--- src/design/jse_pkg.sv ---
`default_nettype none

package jse_pkg;

  localparam int COUNTER_WIDTH = 32;
  localparam int COUNT_OUT_W   = 32;
  localparam int BODY_MAX      = 12;
  localparam int OUT_MAX       = 14;
  localparam int OUT_CNT_W     = $clog2(OUT_MAX + 1);
  localparam int BODY_LEN_W    = $clog2(BODY_MAX + 1);
  localparam int POINT_W       = 21;

  localparam logic [7:0] CH_QUOTE  = 8'h22;
  localparam logic [7:0] CH_BSLASH = 8'h5c;
  localparam logic [7:0] CH_U      = 8'h75;
  localparam logic [7:0] CH_B      = 8'h62;
  localparam logic [7:0] CH_F      = 8'h66;
  localparam logic [7:0] CH_N      = 8'h6e;
  localparam logic [7:0] CH_R      = 8'h72;
  localparam logic [7:0] CH_T      = 8'h74;

  localparam logic [POINT_W-1:0] PT_QUOTE  = 21'h22;
  localparam logic [POINT_W-1:0] PT_BSLASH = 21'h5c;
  localparam logic [POINT_W-1:0] PT_BS     = 21'h08;
  localparam logic [POINT_W-1:0] PT_FF     = 21'h0c;
  localparam logic [POINT_W-1:0] PT_LF     = 21'h0a;
  localparam logic [POINT_W-1:0] PT_CR     = 21'h0d;
  localparam logic [POINT_W-1:0] PT_TAB    = 21'h09;
  localparam logic [POINT_W-1:0] PT_SPACE  = 21'h20;
  localparam logic [POINT_W-1:0] PT_ASCII_MAX = 21'h7f;
  localparam logic [POINT_W-1:0] PT_BMP_MAX   = 21'hffff;
  localparam logic [POINT_W-1:0] PT_SUPP_BASE = 21'h10000;

  localparam logic [15:0] HI_SURR   = 16'hd800;
  localparam logic [15:0] LO_SURR   = 16'hdc00;

  localparam logic [COUNTER_WIDTH-1:0] COUNTER_MAX = '1;

  typedef logic [3:0][7:0] seq_t;
  typedef logic [BODY_MAX-1:0][7:0] body_t;

  typedef struct packed {
    logic [OUT_MAX-1:0][7:0] data;
    logic [OUT_CNT_W-1:0]    count;
    logic [COUNT_OUT_W-1:0]  nul_count;
    logic [COUNT_OUT_W-1:0]  non_ascii_count;
  } beat_t;

  function automatic logic [7:0] hex_digit(input logic [3:0] nib);
    logic [7:0] d;
    if (nib < 4'd10) begin
      d = 8'h30 + {4'd0, nib};
    end else begin
      d = 8'h57 + {4'd0, nib};
    end
    return d;
  endfunction

  function automatic logic [5:0][7:0] unicode_escape(input logic [15:0] unit);
    logic [5:0][7:0] e;
    e[0] = CH_BSLASH;
    e[1] = CH_U;
    e[2] = hex_digit(unit[15:12]);
    e[3] = hex_digit(unit[11:8]);
    e[4] = hex_digit(unit[7:4]);
    e[5] = hex_digit(unit[3:0]);
    return e;
  endfunction

  function automatic logic [2:0] lead_length(input logic [7:0] lead);
    logic [2:0] n;
    if (lead < 8'h80) begin
      n = 3'd1;
    end else if (lead < 8'he0) begin
      n = 3'd2;
    end else if (lead < 8'hf0) begin
      n = 3'd3;
    end else begin
      n = 3'd4;
    end
    return n;
  endfunction

  function automatic logic [COUNT_OUT_W-1:0] count_out(input logic [COUNTER_WIDTH-1:0] c);
    logic [63:0] w;
    w = 64'(c);
    return w[COUNT_OUT_W-1:0];
  endfunction

endpackage

`default_nettype wire

--- src/design/jse_format.sv ---
`default_nettype none

module jse_format (
  input  wire jse_pkg::seq_t                 seq,
  input  wire logic [2:0]                    seq_len,
  input  wire logic                          escape_wide,
  output jse_pkg::body_t                     body,
  output logic [jse_pkg::BODY_LEN_W-1:0]     body_len,
  output logic                               nul_hit,
  output logic                               non_ascii_hit
);

  logic [jse_pkg::POINT_W-1:0] point;
  logic [jse_pkg::POINT_W-1:0] supp;
  logic [15:0]                 hi_unit;
  logic [15:0]                 lo_unit;
  logic                        short_hit;
  logic [7:0]                  short_char;

  always_comb begin
    unique case (seq_len)
      3'd2: point = {10'd0, seq[0][4:0], seq[1][5:0]};
      3'd3: point = {5'd0, seq[0][3:0], seq[1][5:0], seq[2][5:0]};
      3'd4: point = {seq[0][2:0], seq[1][5:0], seq[2][5:0], seq[3][5:0]};
      default: point = {13'd0, seq[0]};
    endcase
  end

  assign supp    = point - jse_pkg::PT_SUPP_BASE;
  assign hi_unit = jse_pkg::HI_SURR + {5'd0, supp[20:10]};
  assign lo_unit = jse_pkg::LO_SURR + {6'd0, supp[9:0]};

  always_comb begin
    short_hit  = 1'b1;
    short_char = jse_pkg::CH_QUOTE;
    unique case (point)
      jse_pkg::PT_QUOTE:  short_char = jse_pkg::CH_QUOTE;
      jse_pkg::PT_BSLASH: short_char = jse_pkg::CH_BSLASH;
      jse_pkg::PT_BS:     short_char = jse_pkg::CH_B;
      jse_pkg::PT_FF:     short_char = jse_pkg::CH_F;
      jse_pkg::PT_LF:     short_char = jse_pkg::CH_N;
      jse_pkg::PT_CR:     short_char = jse_pkg::CH_R;
      jse_pkg::PT_TAB:    short_char = jse_pkg::CH_T;
      default:            short_hit  = 1'b0;
    endcase
  end

  always_comb begin
    body          = '0;
    body_len      = '0;
    nul_hit       = 1'b0;
    non_ascii_hit = 1'b0;
    if (short_hit) begin
      body[0]  = jse_pkg::CH_BSLASH;
      body[1]  = short_char;
      body_len = jse_pkg::BODY_LEN_W'(2);
    end else if (point < jse_pkg::PT_SPACE) begin
      body[5:0] = jse_pkg::unicode_escape(point[15:0]);
      body_len  = jse_pkg::BODY_LEN_W'(6);
      nul_hit   = (point == '0);
    end else if (escape_wide && point > jse_pkg::PT_ASCII_MAX) begin
      non_ascii_hit = 1'b1;
      if (point <= jse_pkg::PT_BMP_MAX) begin
        body[5:0] = jse_pkg::unicode_escape(point[15:0]);
        body_len  = jse_pkg::BODY_LEN_W'(6);
      end else begin
        body[5:0]  = jse_pkg::unicode_escape(hi_unit);
        body[11:6] = jse_pkg::unicode_escape(lo_unit);
        body_len   = jse_pkg::BODY_LEN_W'(12);
      end
    end else begin
      body[3:0] = seq;
      body_len  = jse_pkg::BODY_LEN_W'(seq_len);
    end
  end

endmodule

`default_nettype wire

--- src/design/jse_front.sv ---
`default_nettype none

module jse_front (
  input  wire logic          clk,
  input  wire logic          rst,
  input  wire logic          in_valid,
  output logic               in_ready,
  input  wire logic [7:0]    in_byte,
  input  wire logic          in_byte_valid,
  input  wire logic          in_open_quote,
  input  wire logic          in_close_quote,
  input  wire logic          cfg_wr_en,
  input  wire logic          cfg_wr_data,
  input  wire logic          emit_free,
  output logic               emit_load,
  output jse_pkg::beat_t     emit_beat
);

  // input register
  logic       a_valid;
  logic [7:0] a_byte;
  logic       a_bv;
  logic       a_oq;
  logic       a_cq;

  logic escape_wide;

  // sequence gathering state
  logic [2:0][7:0] pend;
  logic [1:0]      pend_len;
  logic [2:0]      seq_len;
  logic [jse_pkg::COUNTER_WIDTH-1:0] nul_cnt;
  logic [jse_pkg::COUNTER_WIDTH-1:0] non_ascii_cnt;

  logic [2:0][7:0] pend_next;
  logic [1:0]      pend_len_next;
  logic [2:0]      seq_len_next;
  logic [jse_pkg::COUNTER_WIDTH-1:0] nul_cnt_next;
  logic [jse_pkg::COUNTER_WIDTH-1:0] non_ascii_cnt_next;

  logic [1:0]      pl;
  logic [2:0]      sl;
  logic [2:0]      lead_n;
  logic            emit;
  jse_pkg::seq_t   seq;
  logic [2:0]      emit_len;

  jse_pkg::body_t                  body;
  logic [jse_pkg::BODY_LEN_W-1:0]  body_len;
  logic [jse_pkg::BODY_LEN_W-1:0]  body_len_eff;
  logic                            nul_hit;
  logic                            non_ascii_hit;
  logic [jse_pkg::OUT_CNT_W-1:0]   total;
  logic [jse_pkg::OUT_CNT_W-1:0]   close_pos;
  logic                            fire;

  assign in_ready = !a_valid || fire;

  always_ff @(posedge clk) begin
    if (rst) begin
      a_valid <= 1'b0;
    end else if (in_valid && in_ready) begin
      a_valid <= 1'b1;
    end else if (fire) begin
      a_valid <= 1'b0;
    end
  end

  always_ff @(posedge clk) begin
    if (in_valid && in_ready) begin
      a_byte <= in_byte;
      a_bv   <= in_byte_valid;
      a_oq   <= in_open_quote;
      a_cq   <= in_close_quote;
    end
  end

  always_ff @(posedge clk) begin
    if (rst) begin
      escape_wide <= 1'b0;
    end else if (cfg_wr_en) begin
      escape_wide <= cfg_wr_data;
    end
  end

  assign lead_n = jse_pkg::lead_length(a_byte);

  always_comb begin
    sl            = a_oq ? 3'd0 : seq_len;
    pl            = a_oq ? 2'd0 : pend_len;
    pend_next     = pend;
    pend_len_next = pl;
    seq_len_next  = sl;
    emit          = 1'b0;
    emit_len      = 3'd1;
    seq           = {4{a_byte}};
    if (a_bv) begin
      if (sl == 3'd0) begin
        if (lead_n == 3'd1) begin
          emit = 1'b1;
        end else begin
          pend_next[0]  = a_byte;
          pend_len_next = 2'd1;
          seq_len_next  = lead_n;
        end
      end else if (({1'b0, pl} + 3'd1) < sl) begin
        pend_next[pl] = a_byte;
        pend_len_next = pl + 2'd1;
      end else begin
        emit          = 1'b1;
        emit_len      = {1'b0, pl} + 3'd1;
        seq[0]        = pend[0];
        seq[1]        = (pl == 2'd1) ? a_byte : pend[1];
        seq[2]        = (pl == 2'd2) ? a_byte : pend[2];
        seq[3]        = a_byte;
        pend_len_next = 2'd0;
        seq_len_next  = 3'd0;
      end
    end
    if (a_cq) begin
      pend_len_next = 2'd0;
      seq_len_next  = 3'd0;
    end
  end

  jse_format u_format (
    .seq              (seq),
    .seq_len          (emit_len),
    .escape_wide      (escape_wide),
    .body             (body),
    .body_len         (body_len),
    .nul_hit          (nul_hit),
    .non_ascii_hit    (non_ascii_hit)
  );

  assign body_len_eff = emit ? body_len : '0;

  always_comb begin
    nul_cnt_next       = nul_cnt;
    non_ascii_cnt_next = non_ascii_cnt;
    if (emit && nul_hit && nul_cnt != jse_pkg::COUNTER_MAX) begin
      nul_cnt_next = nul_cnt + 1'b1;
    end
    if (emit && non_ascii_hit && non_ascii_cnt != jse_pkg::COUNTER_MAX) begin
      non_ascii_cnt_next = non_ascii_cnt + 1'b1;
    end
  end

  assign close_pos = jse_pkg::OUT_CNT_W'(a_oq) + jse_pkg::OUT_CNT_W'(body_len_eff);
  assign total     = close_pos + jse_pkg::OUT_CNT_W'(a_cq);

  always_comb begin
    emit_beat.count           = total;
    emit_beat.nul_count       = jse_pkg::count_out(nul_cnt_next);
    emit_beat.non_ascii_count = jse_pkg::count_out(non_ascii_cnt_next);
    for (int i = 0; i < jse_pkg::OUT_MAX; i++) begin
      emit_beat.data[i] = jse_pkg::CH_QUOTE;
      if (a_oq) begin
        if (i >= 1 && i <= jse_pkg::BODY_MAX) begin
          if (jse_pkg::OUT_CNT_W'(i) < close_pos) begin
            emit_beat.data[i] = body[i-1];
          end
        end
      end else if (i < jse_pkg::BODY_MAX) begin
        if (jse_pkg::OUT_CNT_W'(i) < close_pos) begin
          emit_beat.data[i] = body[i];
        end
      end
    end
  end

  assign fire      = a_valid && ((total == '0) || emit_free);
  assign emit_load = fire && (total != '0);

  always_ff @(posedge clk) begin
    if (rst) begin
      pend_len      <= 2'd0;
      seq_len       <= 3'd0;
      nul_cnt       <= '0;
      non_ascii_cnt <= '0;
    end else if (fire) begin
      pend_len      <= pend_len_next;
      seq_len       <= seq_len_next;
      nul_cnt       <= nul_cnt_next;
      non_ascii_cnt <= non_ascii_cnt_next;
    end
  end

  always_ff @(posedge clk) begin
    if (fire) begin
      pend <= pend_next;
    end
  end

endmodule

`default_nettype wire

--- src/design/jse_emit.sv ---
`default_nettype none

module jse_emit (
  input  wire logic           clk,
  input  wire logic           rst,
  input  wire logic           load,
  input  wire jse_pkg::beat_t beat_in,
  output logic                free,
  output logic                out_valid,
  input  wire logic           out_ready,
  output logic [7:0]          out_byte,
  output logic                out_last,
  output logic [jse_pkg::COUNT_OUT_W-1:0] out_nul_count,
  output logic [jse_pkg::COUNT_OUT_W-1:0] out_non_ascii_count
);

  jse_pkg::beat_t                beat;
  logic                          valid;
  logic [jse_pkg::OUT_CNT_W-1:0] idx;

  assign out_valid           = valid;
  assign out_byte            = beat.data[idx];
  assign out_last            = (idx == beat.count - 1'b1);
  assign out_nul_count       = beat.nul_count;
  assign out_non_ascii_count = beat.non_ascii_count;
  assign free                = !valid || (out_ready && out_last);

  always_ff @(posedge clk) begin
    if (rst) begin
      valid <= 1'b0;
      idx   <= '0;
    end else if (load) begin
      valid <= 1'b1;
      idx   <= '0;
    end else if (valid && out_ready) begin
      if (out_last) begin
        valid <= 1'b0;
      end else begin
        idx <= idx + 1'b1;
      end
    end
  end

  always_ff @(posedge clk) begin
    if (load) begin
      beat <= beat_in;
    end
  end

endmodule

`default_nettype wire

--- src/design/json_string_escaper.sv ---
// json string escaper
// input stream carries one string byte per beat: tdata is the byte, tuser holds
// byte_valid, open_quote and close_quote from bit 0 up. open_quote puts a quote
// before the byte, close_quote one after it; byte_valid low with both quotes
// set gives an empty string. multibyte utf-8 sequences are gathered and spelled
// as json text once their last byte arrives.
// output stream carries one json byte per beat with tlast on the last byte that
// an input beat caused, plus the saturating nul and non-ascii escape counts.
// cfg_wr_en / cfg_wr_data write the non-ascii escape mode bit.
// an input beat passes the input register, then the result register, before its
// first output byte. one input beat per cycle while each beat makes at most one
// output byte and the receiver is ready; a beat making several bytes holds the
// result register until its last byte is taken, so the single output byte port
// sets the rate. beats that only gather a byte leave with no output, unheld.
// a stalled receiver holds the result register, then the input register, and
// then s_axis_tready drops. reset empties both registers, clears the gathered
// sequence, both counters and the mode bit.

`default_nettype none

module json_string_escaper (
  input  wire logic        clk,
  input  wire logic        rst,
  input  wire logic        s_axis_tvalid,
  output logic             s_axis_tready,
  input  wire logic [7:0]  s_axis_tdata,   // data_byte
  input  wire logic [2:0]  s_axis_tuser,   // byte_valid, open_quote, close_quote
  output logic             m_axis_tvalid,
  input  wire logic        m_axis_tready,
  output logic [71:0]      m_axis_tdata,   // out_byte, nul_escape_count, non_ascii_escape_count
  output logic             m_axis_tlast,   // last_of_run
  input  wire logic        cfg_wr_en,
  input  wire logic        cfg_wr_data     // non-ascii escape mode
);

  logic           emit_free;
  logic           emit_load;
  jse_pkg::beat_t emit_beat;
  logic [7:0]     out_byte;
  logic [jse_pkg::COUNT_OUT_W-1:0] nul_count;
  logic [jse_pkg::COUNT_OUT_W-1:0] non_ascii_count;

  jse_front u_front (
    .clk            (clk),
    .rst            (rst),
    .in_valid       (s_axis_tvalid),
    .in_ready       (s_axis_tready),
    .in_byte        (s_axis_tdata),
    .in_byte_valid  (s_axis_tuser[0]),
    .in_open_quote  (s_axis_tuser[1]),
    .in_close_quote (s_axis_tuser[2]),
    .cfg_wr_en      (cfg_wr_en),
    .cfg_wr_data    (cfg_wr_data),
    .emit_free      (emit_free),
    .emit_load      (emit_load),
    .emit_beat      (emit_beat)
  );

  jse_emit u_emit (
    .clk                 (clk),
    .rst                 (rst),
    .load                (emit_load),
    .beat_in             (emit_beat),
    .free                (emit_free),
    .out_valid           (m_axis_tvalid),
    .out_ready           (m_axis_tready),
    .out_byte            (out_byte),
    .out_last            (m_axis_tlast),
    .out_nul_count       (nul_count),
    .out_non_ascii_count (non_ascii_count)
  );

  assign m_axis_tdata = {non_ascii_count, nul_count, out_byte};

  // a run never pauses once started: buffered bytes follow at once
  a_run_continues: assert property (@(posedge clk) disable iff (rst)
    m_axis_tvalid && m_axis_tready && !m_axis_tlast |=> m_axis_tvalid)
    else $error("output run broken before tlast");

  // counts are fixed for all bytes of one run
  a_counts_per_run: assert property (@(posedge clk) disable iff (rst)
    m_axis_tvalid && m_axis_tready && !m_axis_tlast |=>
      m_axis_tdata[71:8] == $past(m_axis_tdata[71:8]))
    else $error("escape counts changed inside a run");

  // the nul count never goes down between beats
  a_nul_monotonic: assert property (@(posedge clk) disable iff (rst)
    m_axis_tvalid && m_axis_tready |=>
      !m_axis_tvalid || m_axis_tdata[39:8] >= $past(m_axis_tdata[39:8]))
    else $error("nul escape count decreased");

  // a loaded beat never overwrites an unfinished run
  a_no_overwrite: assert property (@(posedge clk) disable iff (rst)
    emit_load |-> !m_axis_tvalid || (m_axis_tready && m_axis_tlast))
    else $error("result register loaded while busy");

endmodule

`default_nettype wire

--- config.mk ---
export PLATFORM = sky130hd
export DESIGN_NAME = json_string_escaper
export DESIGN_NICKNAME = d
export VERILOG_FILES = /design/src/design/jse_pkg.sv /design/src/design/jse_format.sv /design/src/design/jse_front.sv /design/src/design/jse_emit.sv /design/src/design/json_string_escaper.sv
export SDC_FILE = /design/constraint.sdc
export NUM_CORES = 1
export LEC_CHECK = 0
export BUFFER_PORTS_ARGS = -buffer_cell sky130_fd_sc_hd__buf_4
export CORE_MARGIN = 2
export CORE_UTILIZATION = 55
export CTS_BUF_LIST = sky130_fd_sc_hd__clkbuf_8
export DETAILED_ROUTE_END_ITERATION = 8
export GPL_TIMING_DRIVEN = 0
export PLACE_DENSITY = 0.73
export SLEW_MARGIN = 30
export SYNTH_ARGS = -nofsm -noshare
export SYNTH_HDL_FRONTEND = slang
export SYNTH_SLANG_ARGS = --single-unit
export TNS_END_PERCENT = 20
--- constraint.sdc ---
create_clock -name clk -period 14.4 [get_ports clk]
set_input_delay 1.44 -clock clk [delete_from_list [all_inputs] [get_ports clk]]
set_output_delay 1.44 -clock clk [all_outputs]
set_load 0.05 [all_outputs]
=== Yosys cells after proc, flatten, opt, wreduce, memory -nomap -nowiden ===
Index checks and enable logic that the tools add are counted.

* Register bits after elaboration: 283
* Input bits: 17
* Word-level logic and storage cells: 261

* Add/subtract/negate cells: 35
* $lt $le $gt $ge: 35
* Eq/ne operators: 17
* Multiplexer cells: 108
* Bitwise operators: 3
* Reductions and logical operators: 32

{| class="wikitable"
|+ Operators by type and width
! kind !! count
|-
| two-way mux 8 bit || 52
|-
| two-way mux 48 bit || 4
|-
| == test 21 x 4 -> 1 bit, second input constant || 5
|-
| adder 7 x 4 -> 8 bit, first input constant || 12
|-
| two-way mux 32 bit || 3
|-
| adder 6 x 4 -> 7 bit, first input constant || 12
|-
| two-way mux 80 bit || 1
|-
| two-way mux 24 bit || 3
|-
| adder 32 x 1 -> 32 bit, second input constant || 2
|-
| two-way mux 64 bit || 1
|-
| inequality test 32 bit, second input constant || 2
|-
| case mux 21 bit (3 select lines) || 1
|-
| less-than comparator 4 bit, second input constant || 12
|-
| case mux 7 bit (6 select lines) || 1
|-
| two-way mux 3 bit || 12
|-
| binary-select mux 8 bit (select 4 bit) || 1
|-
| bitwise mux 24 bit || 1
|-
| less-than comparator 8 bit, second input constant || 3
|-
| == test 21 x 6 -> 1 bit, second input constant || 1
|-
| == test 21 x 7 -> 1 bit, second input constant || 1
|-
| greater-than comparator 21 x 7 -> 1 bit, second input constant || 1
|-
| <= comparator 21 x 16 -> 1 bit, second input constant || 1
|-
| zero test 21 bit || 1
|-
| less-than comparator 21 x 6 -> 1 bit, second input constant || 1
|-
| 41 further kinds || 96
|}

=== Longest topological paths before layout ===
Gate-level depths: netlist (run 1).

* Depth in word-level cells: 22
* Mapped depth: 31

=== Cells and area by module ===
From an unflattened synthesis (run 1), not the netlist that was laid out.

* Cell total of the unflattened synthesis: 1717
* Area total of the unflattened synthesis: 17908.4 sq um

{| class="wikitable"
|+ Modules (own cells, without submodules)
! module !! times used !! cells each !! area an instance (sq um) !! sequential area each (sq um)
|-
| jse_front || 1 || 913 || 7681.1 || 2472.4
|-
| jse_emit || 1 || 387 || 7238.2 || 5505.3
|-
| jse_format || 1 || 417 || 2989.1 || 0.0
|}

=== Worst setup path after synthesis (run 1) ===
OpenSTA, ideal clock, no wires.

* Path type: reg-to-reg
* Start: register u_front.a_oq
* End: register u_emit.beat[100] (netlist bit), enable pin
* Arrival time: 9.135 ns
* Path slack: 4.751 ns
* Cell stages (with the launch flop): 30
* Path buffers: 6
* Clock period less this slack: 9.649 ns
* Cell sequence: edfxtp_1 -> buf_2 -> inv_1 -> clkbuf_1 -> clkbuf_1 -> nand2_1 -> ha_1 -> a21oi_1 -> a21o_1 -> buf_2 -> buf_4 -> nor2_2 -> mux2i_1 -> o21ai_1 -> inv_1 -> ha_1 -> nand2_1 -> nor2_1 -> o21ai_0 -> o31ai_1 -> a31o_2 -> nand2_1 -> nor3_1 -> ha_1 -> ha_1 -> ha_1 -> xnor3_1 -> or3_1 -> buf_1 -> o211a_1

{| class="wikitable"
|+ RTL lines
! what !! RTL line !! text
|-
| from (decl) || jse_front.sv:23 || <nowiki>logic a_oq;</nowiki>
|-
| from (signal assigned) || jse_front.sv:73 || <nowiki>a_oq <= in_open_quote;</nowiki>
|-
| to (signal assigned) || jse_emit.sv:46 || <nowiki>beat <= beat_in;</nowiki>
|-
| to (decl) || jse_emit.sv:17 || <nowiki>jse_pkg::beat_t beat;</nowiki>
|}

==> reports/qor.yml, run 1 <==
postCtsSetupRepairBufs: 0
layoutNonFillerInstCount: 2285
slowest_delay_ns: 0.57
drt-total-wl_microns: 49800
crit_fanout: 10
hold_buffers: 0
io_pins: 92
track_usage_pct: 31.4
slowest_stage: "o31ai_1"
fin_setup_tns_ns: 0
avgSynthCellArea_sq_um: 9.69
die_h_microns: 178
yosys_warnings: 0
relSlewSlack_pct: 36.0
pwr-share-comb_pct: 16.0
start_util_pct: 55.9
sequentialPowerShare_pct: 48.8
vias: 14091
drv_cap: 0
routedWlPerCell_microns: 21.8
skew_ns: 0.0399
outcome: "completed"
cts_root_buffer: "clkbuf_8"
core_region_area_sq_um: 29700
ys_types: 97
period_needed_ns: 11.03
cp-start-kind: "register"
place.gp.congestion: 1.00
clock-sinks: 268
fmax_mhz: 90.7
ctsHtreeMaxLevel: 2
vias_per_cell: 6.17
peakVddDrop_mv: 0.0654
timing.final.crit_share_pct: 76.6
worst_pin_slew_ns: 0.951
grt_max_degree: 48
dp_hpwl_microns: 37600
final_antenna_net_count: 0
syn_area_sq_um: 16600
first_global_vias: 13251
cts_buffers: 45
worstSkewPairLatency_ns: 0.58
die_w_microns: 178
drc: 0
p_leak_uw: 0.00700
async_flop_share_pct: 0
p_switching_uw: 526
rr_endpoint: "u_front.pend[2]"
r2r_cells: 30
rows: 63
hold_path_class: "register to register"
setup_viol: 0
layout-drive-gt1-share_pct: 16.7
p_sw_share_pct: 29.2
fin_util_pct: 63.0
ff2ff_setup_slack_ns: 4.10
reg2reg_from: "u_front.a_oq"
rsz0062_at_grt: "false"
arrival_ns: 9.59
grt_pass1_wl_microns: 75300
pwr-share-clk_pct: 35.3
cp-end-kind: "output pin"
netlist_instances: 1714
cp-startpoint: "u_front.a_oq"
first_iter_violations: 1563
p_total_uw: 1800
synth_edf_count: 192
cpMostUsedCell: "ha_1"
synth-seq-area-share_pct: 43.9
fin_area_sq_um: 18700
path_class: "register to output pin"
power_density_nw_per_um2: 96.1
required_ns: 12.96
cts_tree: "built"
hold_violations: 0
portBuffers: 90
drtPass1Iterations: 6
die_area_sq_um: 31600
areaGrowthSynthToFinish_pct: 12.8
synth_seq_cells: 268
nets: 1917
dominantRegCellSynth: "edfxtp_1"
internal_power_uw: 1270
grt_overflow: 0
antenna_found_initial: 0
dp_cells: 2204
placed_cell_area_sq_um: 17900
antenna_cells: 0
cts_resized: 0
crit_path_end: "s_axis_tready"
slew_violations: 0
cts.path.max_buffers: 3
clk_pin_slew_worst_paths_ns: 0.06
## layout by cell type, fill, tap and decap left out, drive strengths merged, types with 31 or more instances in the layout
cell type    n
nand3       64
nor2       208
clkbuf     115
nand2      146
nor2b       71
o21ai       74
buf        191
ha          39
xnor2       70
inv         67
edfxtp     192
nor3        46
nand4       31
dfxtp       76
a21oi       89
mux2        67
## area by class of cell
type / count / area, sq um
fill: 2558 / 11000
multi-input combinational: 1240 / 8290
sequential: 268 / 7290
buffer: 162 / 886
timing repair buffer: 94 / 756
clock buffer: 50 / 688
tap: 390 / 488
inverter: 50 / 188
clock inverter: 31 / 143
## stage by stage
stage               worst slack (ns)  hold WS, ns
floorplan                       4.75        0.443
global placement                1.48        0.450
detailed placement              4.18        0.456
CTS                             3.59        0.474
global route                    3.02        0.507
finish                          3.37        0.470
## synthesized netlist by cell type, types with 5 or more instances
master | count | area share (%)
a211o_1 | 6 | 0.32
a211oi_1 | 22 | 0.99
a21boi_1 | 5 | 0.23
a21o_1 | 5 | 0.23
a21oi_1 | 86 | 2.6
a221oi_1 | 5 | 0.26
a22oi_1 | 7 | 0.32
a31oi_1 | 15 | 0.57
and2_1 | 17 | 0.64
and3_1 | 29 | 1.1
buf_1 | 11 | 0.25
buf_2 | 18 | 0.54
buf_4 | 68 | 3.1
clkbuf_1 | 65 | 1.5
dfxtp_1 | 76 | 9.2
edfxtp_1 | 192 | 35
ha_1 | 39 | 2.9
inv_1 | 46 | 1.0
mux2_1 | 48 | 3.3
mux2_2 | 18 | 1.2
mux2i_1 | 28 | 1.7
mux4_2 | 22 | 3.0
nand2_1 | 146 | 3.3
nand2b_1 | 16 | 0.60
nand3_1 | 63 | 1.9
nand4_1 | 30 | 1.1
nor2_1 | 207 | 4.7
nor2b_1 | 70 | 2.6
nor3_1 | 43 | 1.3
nor4_1 | 8 | 0.30
o211ai_1 | 16 | 0.72
o21a_1 | 7 | 0.32
o21ai_0 | 65 | 2.0
o21ai_1 | 8 | 0.24
o221ai_1 | 5 | 0.26
o22ai_1 | 10 | 0.38
o32ai_1 | 5 | 0.26
or3_1 | 7 | 0.26
or4_1 | 8 | 0.36
xnor2_1 | 69 | 3.6
xor2_1 | 19 | 1.0
## cells by family after synthesis
kind of cell,share of synthesized area [%]
fa+ha+maj,2.94
mux,9.32
compound gates,12.9
buf+inv,6.47
simple gates,19.6
other cells,0.0226
xor+xnor,4.88
flops,43.9
## worst max-delay path: cells and delay by family, from the launching register on
kind	cells	cell delay, ns
AND/OR/NAND/NOR	8	2.21
buffers and inverters	8	2.20
AO/OA/AOI/OAI	6	1.81
adder cells (fa/ha/maj)	5	1.57
flip-flops	1	0.46
XOR/XNOR	1	0.43
multiplexers	1	0.32
## metal layers
metal | wire length, microns | global-route usage, % | up-vias
met4 | 1630 | 10.9 | 0
met5 | 0 | 0 | -
li1 | - | - | 6427
met1 | 21300 | 44.7 | 6773
met3 | 4920 | 6.28 | 124
met2 | 22000 | 47.8 | 767
## sequential cells by signal, summed over array words and instances, names as in the netlist
| name | flops |
|---|---|
| u_emit.beat | 93 |
| u_emit.out_nul_count | 32 |
| u_front.a_valid | 1 |
| u_emit.idx | 4 |
| u_front.a_cq | 1 |
| u_front.non_ascii_cnt | 32 |
| u_front.a_bv | 1 |
| u_front.a_oq | 1 |
| u_front.escape_wide | 1 |
| u_front.seq_len | 3 |
| u_front.pend | 24 |
| u_emit.out_valid | 1 |
| u_front.nul_cnt | 32 |
| u_front.pend_len | 2 |
| u_emit.out_non_ascii_count | 32 |
| u_front.a_byte | 8 |
## power by group through the flow
stage	sequential (uW)	combinational, uW	clock (uW)
2_1_floorplan	894	190	0
3_3_place_gp	900	272	0
3_5_place_dp	893	282	0
4_1_cts	877	283	643
5_1_grt	880	304	675
6_report	877	287	634
## worst min path at each step
stage	startpoint	end	slack (ns)	depth (start not counted)
after floorplan	u_front.a_byte[2]	u_front.pend[10]	0.44	0
after global placement	u_front.a_byte[6]	u_front.pend[22]	0.45	0
after detailed placement	u_front.a_byte[2]	u_front.pend[10]	0.46	0
after CTS	u_front.a_byte[2]	u_front.pend[18]	0.47	0
after global routing	u_front.a_byte[3]	u_front.pend[11]	0.51	0
final	u_front.a_byte[2]	u_front.pend[10]	0.47	0
Power figures use the tool's default switching activity.
==> run 2, diff against run 1 <==
--- a/config.mk
+++ b/config.mk
@@ -5,6 +5,7 @@
 export SDC_FILE = /design/constraint.sdc
 export NUM_CORES = 1
 export LEC_CHECK = 0
+export ABC_AREA = 1
 export BUFFER_PORTS_ARGS = -buffer_cell sky130_fd_sc_hd__buf_4
 export CORE_MARGIN = 2
 export CORE_UTILIZATION = 55
==> constraint.sdc (replaced) <==
create_clock -name clk -period 11.2 [get_ports clk]
set_input_delay 1.12 -clock clk [delete_from_list [all_inputs] [get_ports clk]]
set_output_delay 1.12 -clock clk [all_outputs]
set_load 0.05 [all_outputs]
==> run 2 against run 1 <==
First-iteration DRC count grew 13%. Area after synthesis is 0.89% lower. Global-route usage fell by 1.2 points. Cell count grew 13%. Routed wire length decreased by 5.3%. Clock skew shrank 0.0069 ns. Worst setup slack worse by 1.0 ns. Flip-flop and latch count unchanged.
==> reports/qor.yml, run 2 <==
synth_seq_cells: 268  # unchanged
synth_most_common_cell: "nand2_1"
regMostFlops: "u_emit.beat"
holdWs_ns: 0.472  # +0.00188 ns
hold_path_class: "register to register"
yosys_warnings: 0  # unchanged
largest_register_ffs: 93  # unchanged
rr_endpoint: "u_front.pend[18]"
vias_per_cell: 5.67  # -8.0%
avgSynthCellArea_sq_um: 8.15  # -16%
portBuffers: 91  # +1.1%
dominantRegCellSynth: "edfxtp_1"
first_global_vias: 13769  # +3.9%
routedWlPerCell_microns: 18.2  # -16%
layout-drive-gt1-share_pct: 15.4  # -1.3 points
crit_fanout: 10  # unchanged
rsz0062_at_grt: "false"
synth_top_area_cell: "edfxtp_1"
antenna_found_initial: 1  # +1
hold_buffers: 0  # unchanged
cts.path.max_buffers: 3  # unchanged
grt_overflow: 0  # unchanged
place.gp.congestion: 0.992  # -1.1%
io_pins: 92  # unchanged
final_antenna_net_count: 0  # unchanged
layoutNonFillerInstCount: 2589  # +13%
clk_pin_slew_worst_paths_ns: 0.07  # about the same
netlist_instances: 2020  # +18%
die_w_microns: 177  # -0.44%
path_class: "register to output pin"
cp-start-kind: "register"
worst_pin_slew_ns: 0.842  # -0.110 ns
syn_area_sq_um: 16500  # -0.89%
fin_util_pct: 63.1  # about the same
fillCellCount: 2594  # +1.4%
reg2reg_from: "u_front.a_oq"
dp_hpwl_microns: 35700  # -4.9%
synth_commonest_cells: "nand2_1, nor2_1, edfxtp_1"
timing.final.crit_share_pct: 78.9
core_region_area_sq_um: 29600  # -0.53%
power_density_nw_per_um2: 148  # +55%
min_from: "u_front.a_byte[6]"
postCtsSetupRepairBufs: 0  # unchanged
yosys.area.top_type_share_pct: 35.0  # +0.31 points
fmax_mhz: 113
die_area_sq_um: 31300  # -0.87%
rows: 63  # unchanged
slowest_stage: "a2111oi_0"
multi_input_area_sq_um: 7550  # -8.9%
fin_setup_tns_ns: 0  # unchanged
synth_edf_count: 192  # unchanged
worstSkewPairLatency_ns: 0.57  # about the same
required_ns: 10.08  # -2.88 ns
nets: 2220  # +16%
hold_depth: 0  # unchanged
seq_area_sq_um: 7290  # unchanged
drc: 0  # unchanged
ctsHtreeMaxLevel: 2  # unchanged
cts_root_buffer: "clkbuf_8"
cp-startpoint: "u_front.a_oq"
ys_types: 61  # -37%
synth-seq-area-share_pct: 44.3  # +0.39 points
ys_top_cells_by_area: "edfxtp_1, nand2_1, dfxtp_1, nor2_1, inv_1"
skew_ns: 0.0330  # -0.00686 ns
arrival_ns: 7.72  # -1.87 ns
dp_cells: 2508  # +14%
slew_violations: 0  # unchanged
vias: 14686  # +4.2%
grt_max_degree: 98  # +100%
drtPass1Iterations: 6  # unchanged
die_h_microns: 177  # -0.44%
slowest_delay_ns: 0.48  # -0.09 ns
ff2ff_setup_slack_ns: 2.94  # -1.16 ns
grt_pass1_wl_microns: 73800  # -2.0%
layout_common_cells: "nand2_1, nor2_1, edfxtp_1"
cts_buffers: 44  # -2.2%
r2r_cells: 39  # +30%
drv_cap: 0  # unchanged
cp-end-kind: "output pin"
first_iter_violations: 1759  # +13%
peakVddDrop_mv: 0.101  # +54%
hold_violations: 0  # unchanged
start_util_pct: 55.7  # -0.20 points
drt-total-wl_microns: 47200  # -5.3%
relSlewSlack_pct: 43.7  # +7.7 points
period_needed_ns: 8.84
outcome: "completed"
cts_resized: 0  # unchanged
hold_path_end: "u_front.pend[14]"
clock-sinks: 268  # unchanged
track_usage_pct: 30.2  # -1.2 points
cts_tree: "built"
setup_viol: 0  # unchanged
p_leak_uw: 0.00773  # +11%
areaGrowthSynthToFinish_pct: 13.3
cpMostUsedCell: "nand2_1"
mostFrequentLayoutCell: "nand2_1"
async_flop_share_pct: 0  # unchanged
-- run 2: cells by family (layout without fill, tap and decap cells) --
family | after synthesis | after routing | share of synthesized area [%]
mux | 1 | 1 | 0.0608
xor+xnor | 82 | 82 | 4.36
buf+inv | 340 | 512 | 9.98
other cells | 1 | 8 | 0.0228
fa+ha+maj | 39 | 39 | 2.97
flops | 268 | 268 | 44.3
compound gates | 288 | 288 | 10.1
simple gates | 1001 | 1001 | 28.2
-- run 2: per-layer routing --
metal	track usage, %	vias to the layer above	share of wire (%)
met3	4.90	96	9.3
met5	0	-	0
met4	9.68	0	2.8
met2	47.2	727	45
met1	42.9	6866	43
li1	-	6997	-
-- run 2: worst max-delay path by stage --
stage                            end  slack [ns]  depth (start not counted)
floorplan           u_emit.beat[100]        2.53                         40
global placement    u_emit.beat[156]        0.14                         38
detailed placement   u_front.pend[9]        3.12                         40
CTS                    s_axis_tready        2.51                         36
global route           s_axis_tready        1.92                         36
finish                 s_axis_tready        2.36                         36
-- run 2: critical path: cells and delay by family, from the launching register on --
family                     cells  cell delay, ns
and+or+nand+nor               22            3.29
adders and majority gates      5            1.59
buffers and inverters          8            1.33
AOI/OAI and AO/OA              1            0.48
DFF                            1            0.46
-- run 2: power breakdown --
group / switching, uW / internal, uW / total [uW] / leakage (uW)
clock network: 407 / 517 / 924 / 0.000519
logic: 437 / 196 / 633 / 0.00489
registers: 49.2 / 1160 / 1210 / 0.00232
total: 893 / 1870 / 2770 / 0.00773
-- run 2: cell type report --
class,count,share of cell area (%)
timing repair buffer,92,3.81
antenna,1,0.0134
clock buffer,48,3.54
inverter,201,4.14
clock inverter,32,1.54
sequential,268,39.1
multi-input combinational,1418,40.5
buffer,139,4.71
tap,390,2.62
-- run 2: through the flow --
| stage | total power (uW) | worst slack [ns] | area (sq um) |
|---|---|---|---|
| global route | 2880 | 1.92 | 18600 |
| CTS | 2770 | 2.51 | 18600 |
| detailed placement | 1850 | 3.12 | 17700 |
| global placement | 1850 | 0.141 | 17600 |
| floorplan | 1670 | 2.53 | 16500 |
| finish | 2770 | 2.36 | 18600 |
==> run 3, diff against run 2 <==
--- a/config.mk
+++ b/config.mk
@@ -5,7 +5,7 @@
 export SDC_FILE = /design/constraint.sdc
 export NUM_CORES = 1
 export LEC_CHECK = 0
-export ABC_AREA = 1
+export ABC_AREA = 0
 export BUFFER_PORTS_ARGS = -buffer_cell sky130_fd_sc_hd__buf_4
 export CORE_MARGIN = 2
 export CORE_UTILIZATION = 55
==> constraint.sdc (replaced) <==
create_clock -name clk -period 8.7 [get_ports clk]
set_input_delay 0.87 -clock clk [delete_from_list [all_inputs] [get_ports clk]]
set_output_delay 0.87 -clock clk [all_outputs]
set_load 0.05 [all_outputs]
==> run 3 against run 2 <==
Routed wire length rose by 5.9%. Clock skew decreased by 0.013 ns. Cell count is 11% lower. Non-clock buffer count is 34 higher. Sequential share of layout area down 0.70 points. Critical path type unchanged.
==> reports/qor.yml, run 3 (synthesized netlist as in run 1, its figures left out) <==
peakVddDrop_mv: 0.136  # +35%
timing.final.crit_share_pct: 96.5
place.gp.congestion: 0.999  # +0.68%
cp-start-kind: "register"
first_iter_violations: 1581  # -10%
portBuffers: 90  # -1.1%
p_total_uw: 3010  # +8.7%
die_h_microns: 178  # +0.44%
hold_violations: 0  # unchanged
drv_cap: 0  # unchanged
layout_common_cells: "nor2_1, edfxtp_1, buf_4"
path_class: "register to output pin"
antenna_found_initial: 0  # -1
start_util_pct: 55.9  # +0.20 points
crit_fanout: 10  # unchanged
regMostFlops: "u_emit.beat"
cts_buffers: 45  # +2.3%
vias: 14017  # -4.6%
fin_setup_tns_ns: 0  # unchanged
slew_violations: 0  # unchanged
worstSkewPairLatency_ns: 0.58  # about the same
drt-total-wl_microns: 50000  # +5.9%
skew_ns: 0.0198  # -0.0132 ns
layout-drive-gt1-share_pct: 18.2  # +2.8 points
p_leak_uw: 0.00712  # -8.0%
rows: 63  # unchanged
cts.path.max_buffers: 3  # unchanged
grt_overflow: 0  # unchanged
drtPass1Iterations: 5  # -1
slowest_delay_ns: 0.44  # -0.04 ns
nets: 1926  # -13%
pre_cts_slack_ns: -1.44  # -4.56 ns
arrival_ns: 7.53  # -0.19 ns
mostFrequentLayoutCell: "nor2_1"
die_area_sq_um: 31600  # +0.88%
vias_per_cell: 6.11  # +7.7%
grt_pass1_wl_microns: 76400  # +3.6%
die_w_microns: 178  # +0.44%
cts_tree: "built"
track_usage_pct: 31.8  # +1.6 points
areaGrowthSynthToFinish_pct: 14.3
cp-end-kind: "output pin"
cts_root_buffer: "clkbuf_8"
grt_max_degree: 44  # -55%
slowest_stage: "xnor3_1"
seq_area_sq_um: 7290  # unchanged
hold_buffers: 0  # unchanged
clk_pin_slew_worst_paths_ns: 0.07  # about the same
cpMostUsedCell: "ha_1"
required_ns: 7.83  # -2.25 ns
hold_path_class: "input port to register"
relSlewSlack_pct: 33.5  # -10 points
largest_register_ffs: 93  # unchanged
io_pins: 92  # unchanged
dp_hpwl_microns: 37600  # +5.2%
worst_slack_ns: 0.302  # -2.06 ns
period_needed_ns: 8.40
multi_input_area_sq_um: 8440  # +12%
outcome: "completed"
antenna_cells: 0  # -1
power_density_nw_per_um2: 159  # +6.8%
fillCellCount: 2461  # -5.1%
ctsHtreeMaxLevel: 2  # unchanged
worst_pin_slew_ns: 0.987  # +0.145 ns
final_antenna_net_count: 0  # unchanged
setup_viol: 0  # unchanged
clock-sinks: 268  # unchanged
drc: 0  # unchanged
first_global_vias: 13245  # -3.8%
fmax_mhz: 119
routedWlPerCell_microns: 21.8  # +19%
core_region_area_sq_um: 29700  # +0.53%
holdWs_ns: 0.465  # -0.00731 ns
## run 3: changes by cell type in the layout (fill, tap and decap cells not counted), moves of 23 or more
cell | before | now
xor2_1 | 68 | 19
o21ai_0 | 110 | 64
mux2_1 | 0 | 48
xnor2_1 | 14 | 69
nand3_1 | 92 | 63
nor2_1 | 254 | 206
nand2_1 | 433 | 145
nor2b_1 | 0 | 69
mux2i_1 | 1 | 25
nand3b_1 | 50 | 2
and3_1 | 3 | 29
clkbuf_1 | 38 | 61
inv_1 | 189 | 66
## run 3: layout make-up
cell class,instances,share of cell area (%)
multi-input combinational,1240,44.5
sequential,268,38.4
buffer,160,4.65
timing repair buffer,105,4.44
clock buffer,49,3.55
tap,390,2.57
inverter,50,1.01
clock inverter,33,0.910
## run 3: worst paths after layout
path | start | endpoint | slack, ns | depth (start not counted)
max reg2reg | u_front.a_oq | u_front.pend[13] | 0.48 | 32
min | s_axis_tdata[6] | u_front.a_byte[6] | 0.46 | 1
max | u_front.a_oq | s_axis_tready | 0.30 | 31
min reg2reg | u_front.a_byte[2] | u_front.pend[18] | 0.47 | 0
## run 3: power breakdown
part | leakage [uW] | switching [uW] | internal, uW
clock | 0.000513 | 523 | 550
combinational | 0.00430 | 333 | 150
sequential | 0.00230 | 21.3 | 1430
## run 3: stage by stage
step / instances / util [%] / cell area, sq um
3_5_place_dp: 2204 / 60.2 / 17900
3_3_place_gp: 2200 / 59.9 / 17800
6_report: 2295 / 63.9 / 19000
4_1_cts: 2290 / 63.5 / 18900
5_1_grt: 2295 / 63.9 / 19000
2_1_floorplan: 1720 / - / 16600
## run 3: worst max-delay path, delay by kind of cell (launching register included)
family	cells	cell delay, ns
muxes	1	0.26
buffers and inverters	9	1.68
DFF	1	0.41
AOI/OAI and AO/OA	5	0.99
and+or+nand+nor	10	1.79
adders and majority gates	5	1.36
xor gates and xnor gates	1	0.44
## run 3: timing repair
item                                    4_1_cts  5_1_grt
resized for setup                            23       11
pin swaps                                     3        4
setup buffers                                 5        6
endpoints found under the setup margin      274       26
## run 3: metal layers
metal	vias up	track usage (%)	part of all wire (%)
li1	6437	-	-
met1	6779	45.4	44
met2	689	48.8	44
met3	112	6.45	9.0
met4	0	9.56	2.9
met5	-	0	0
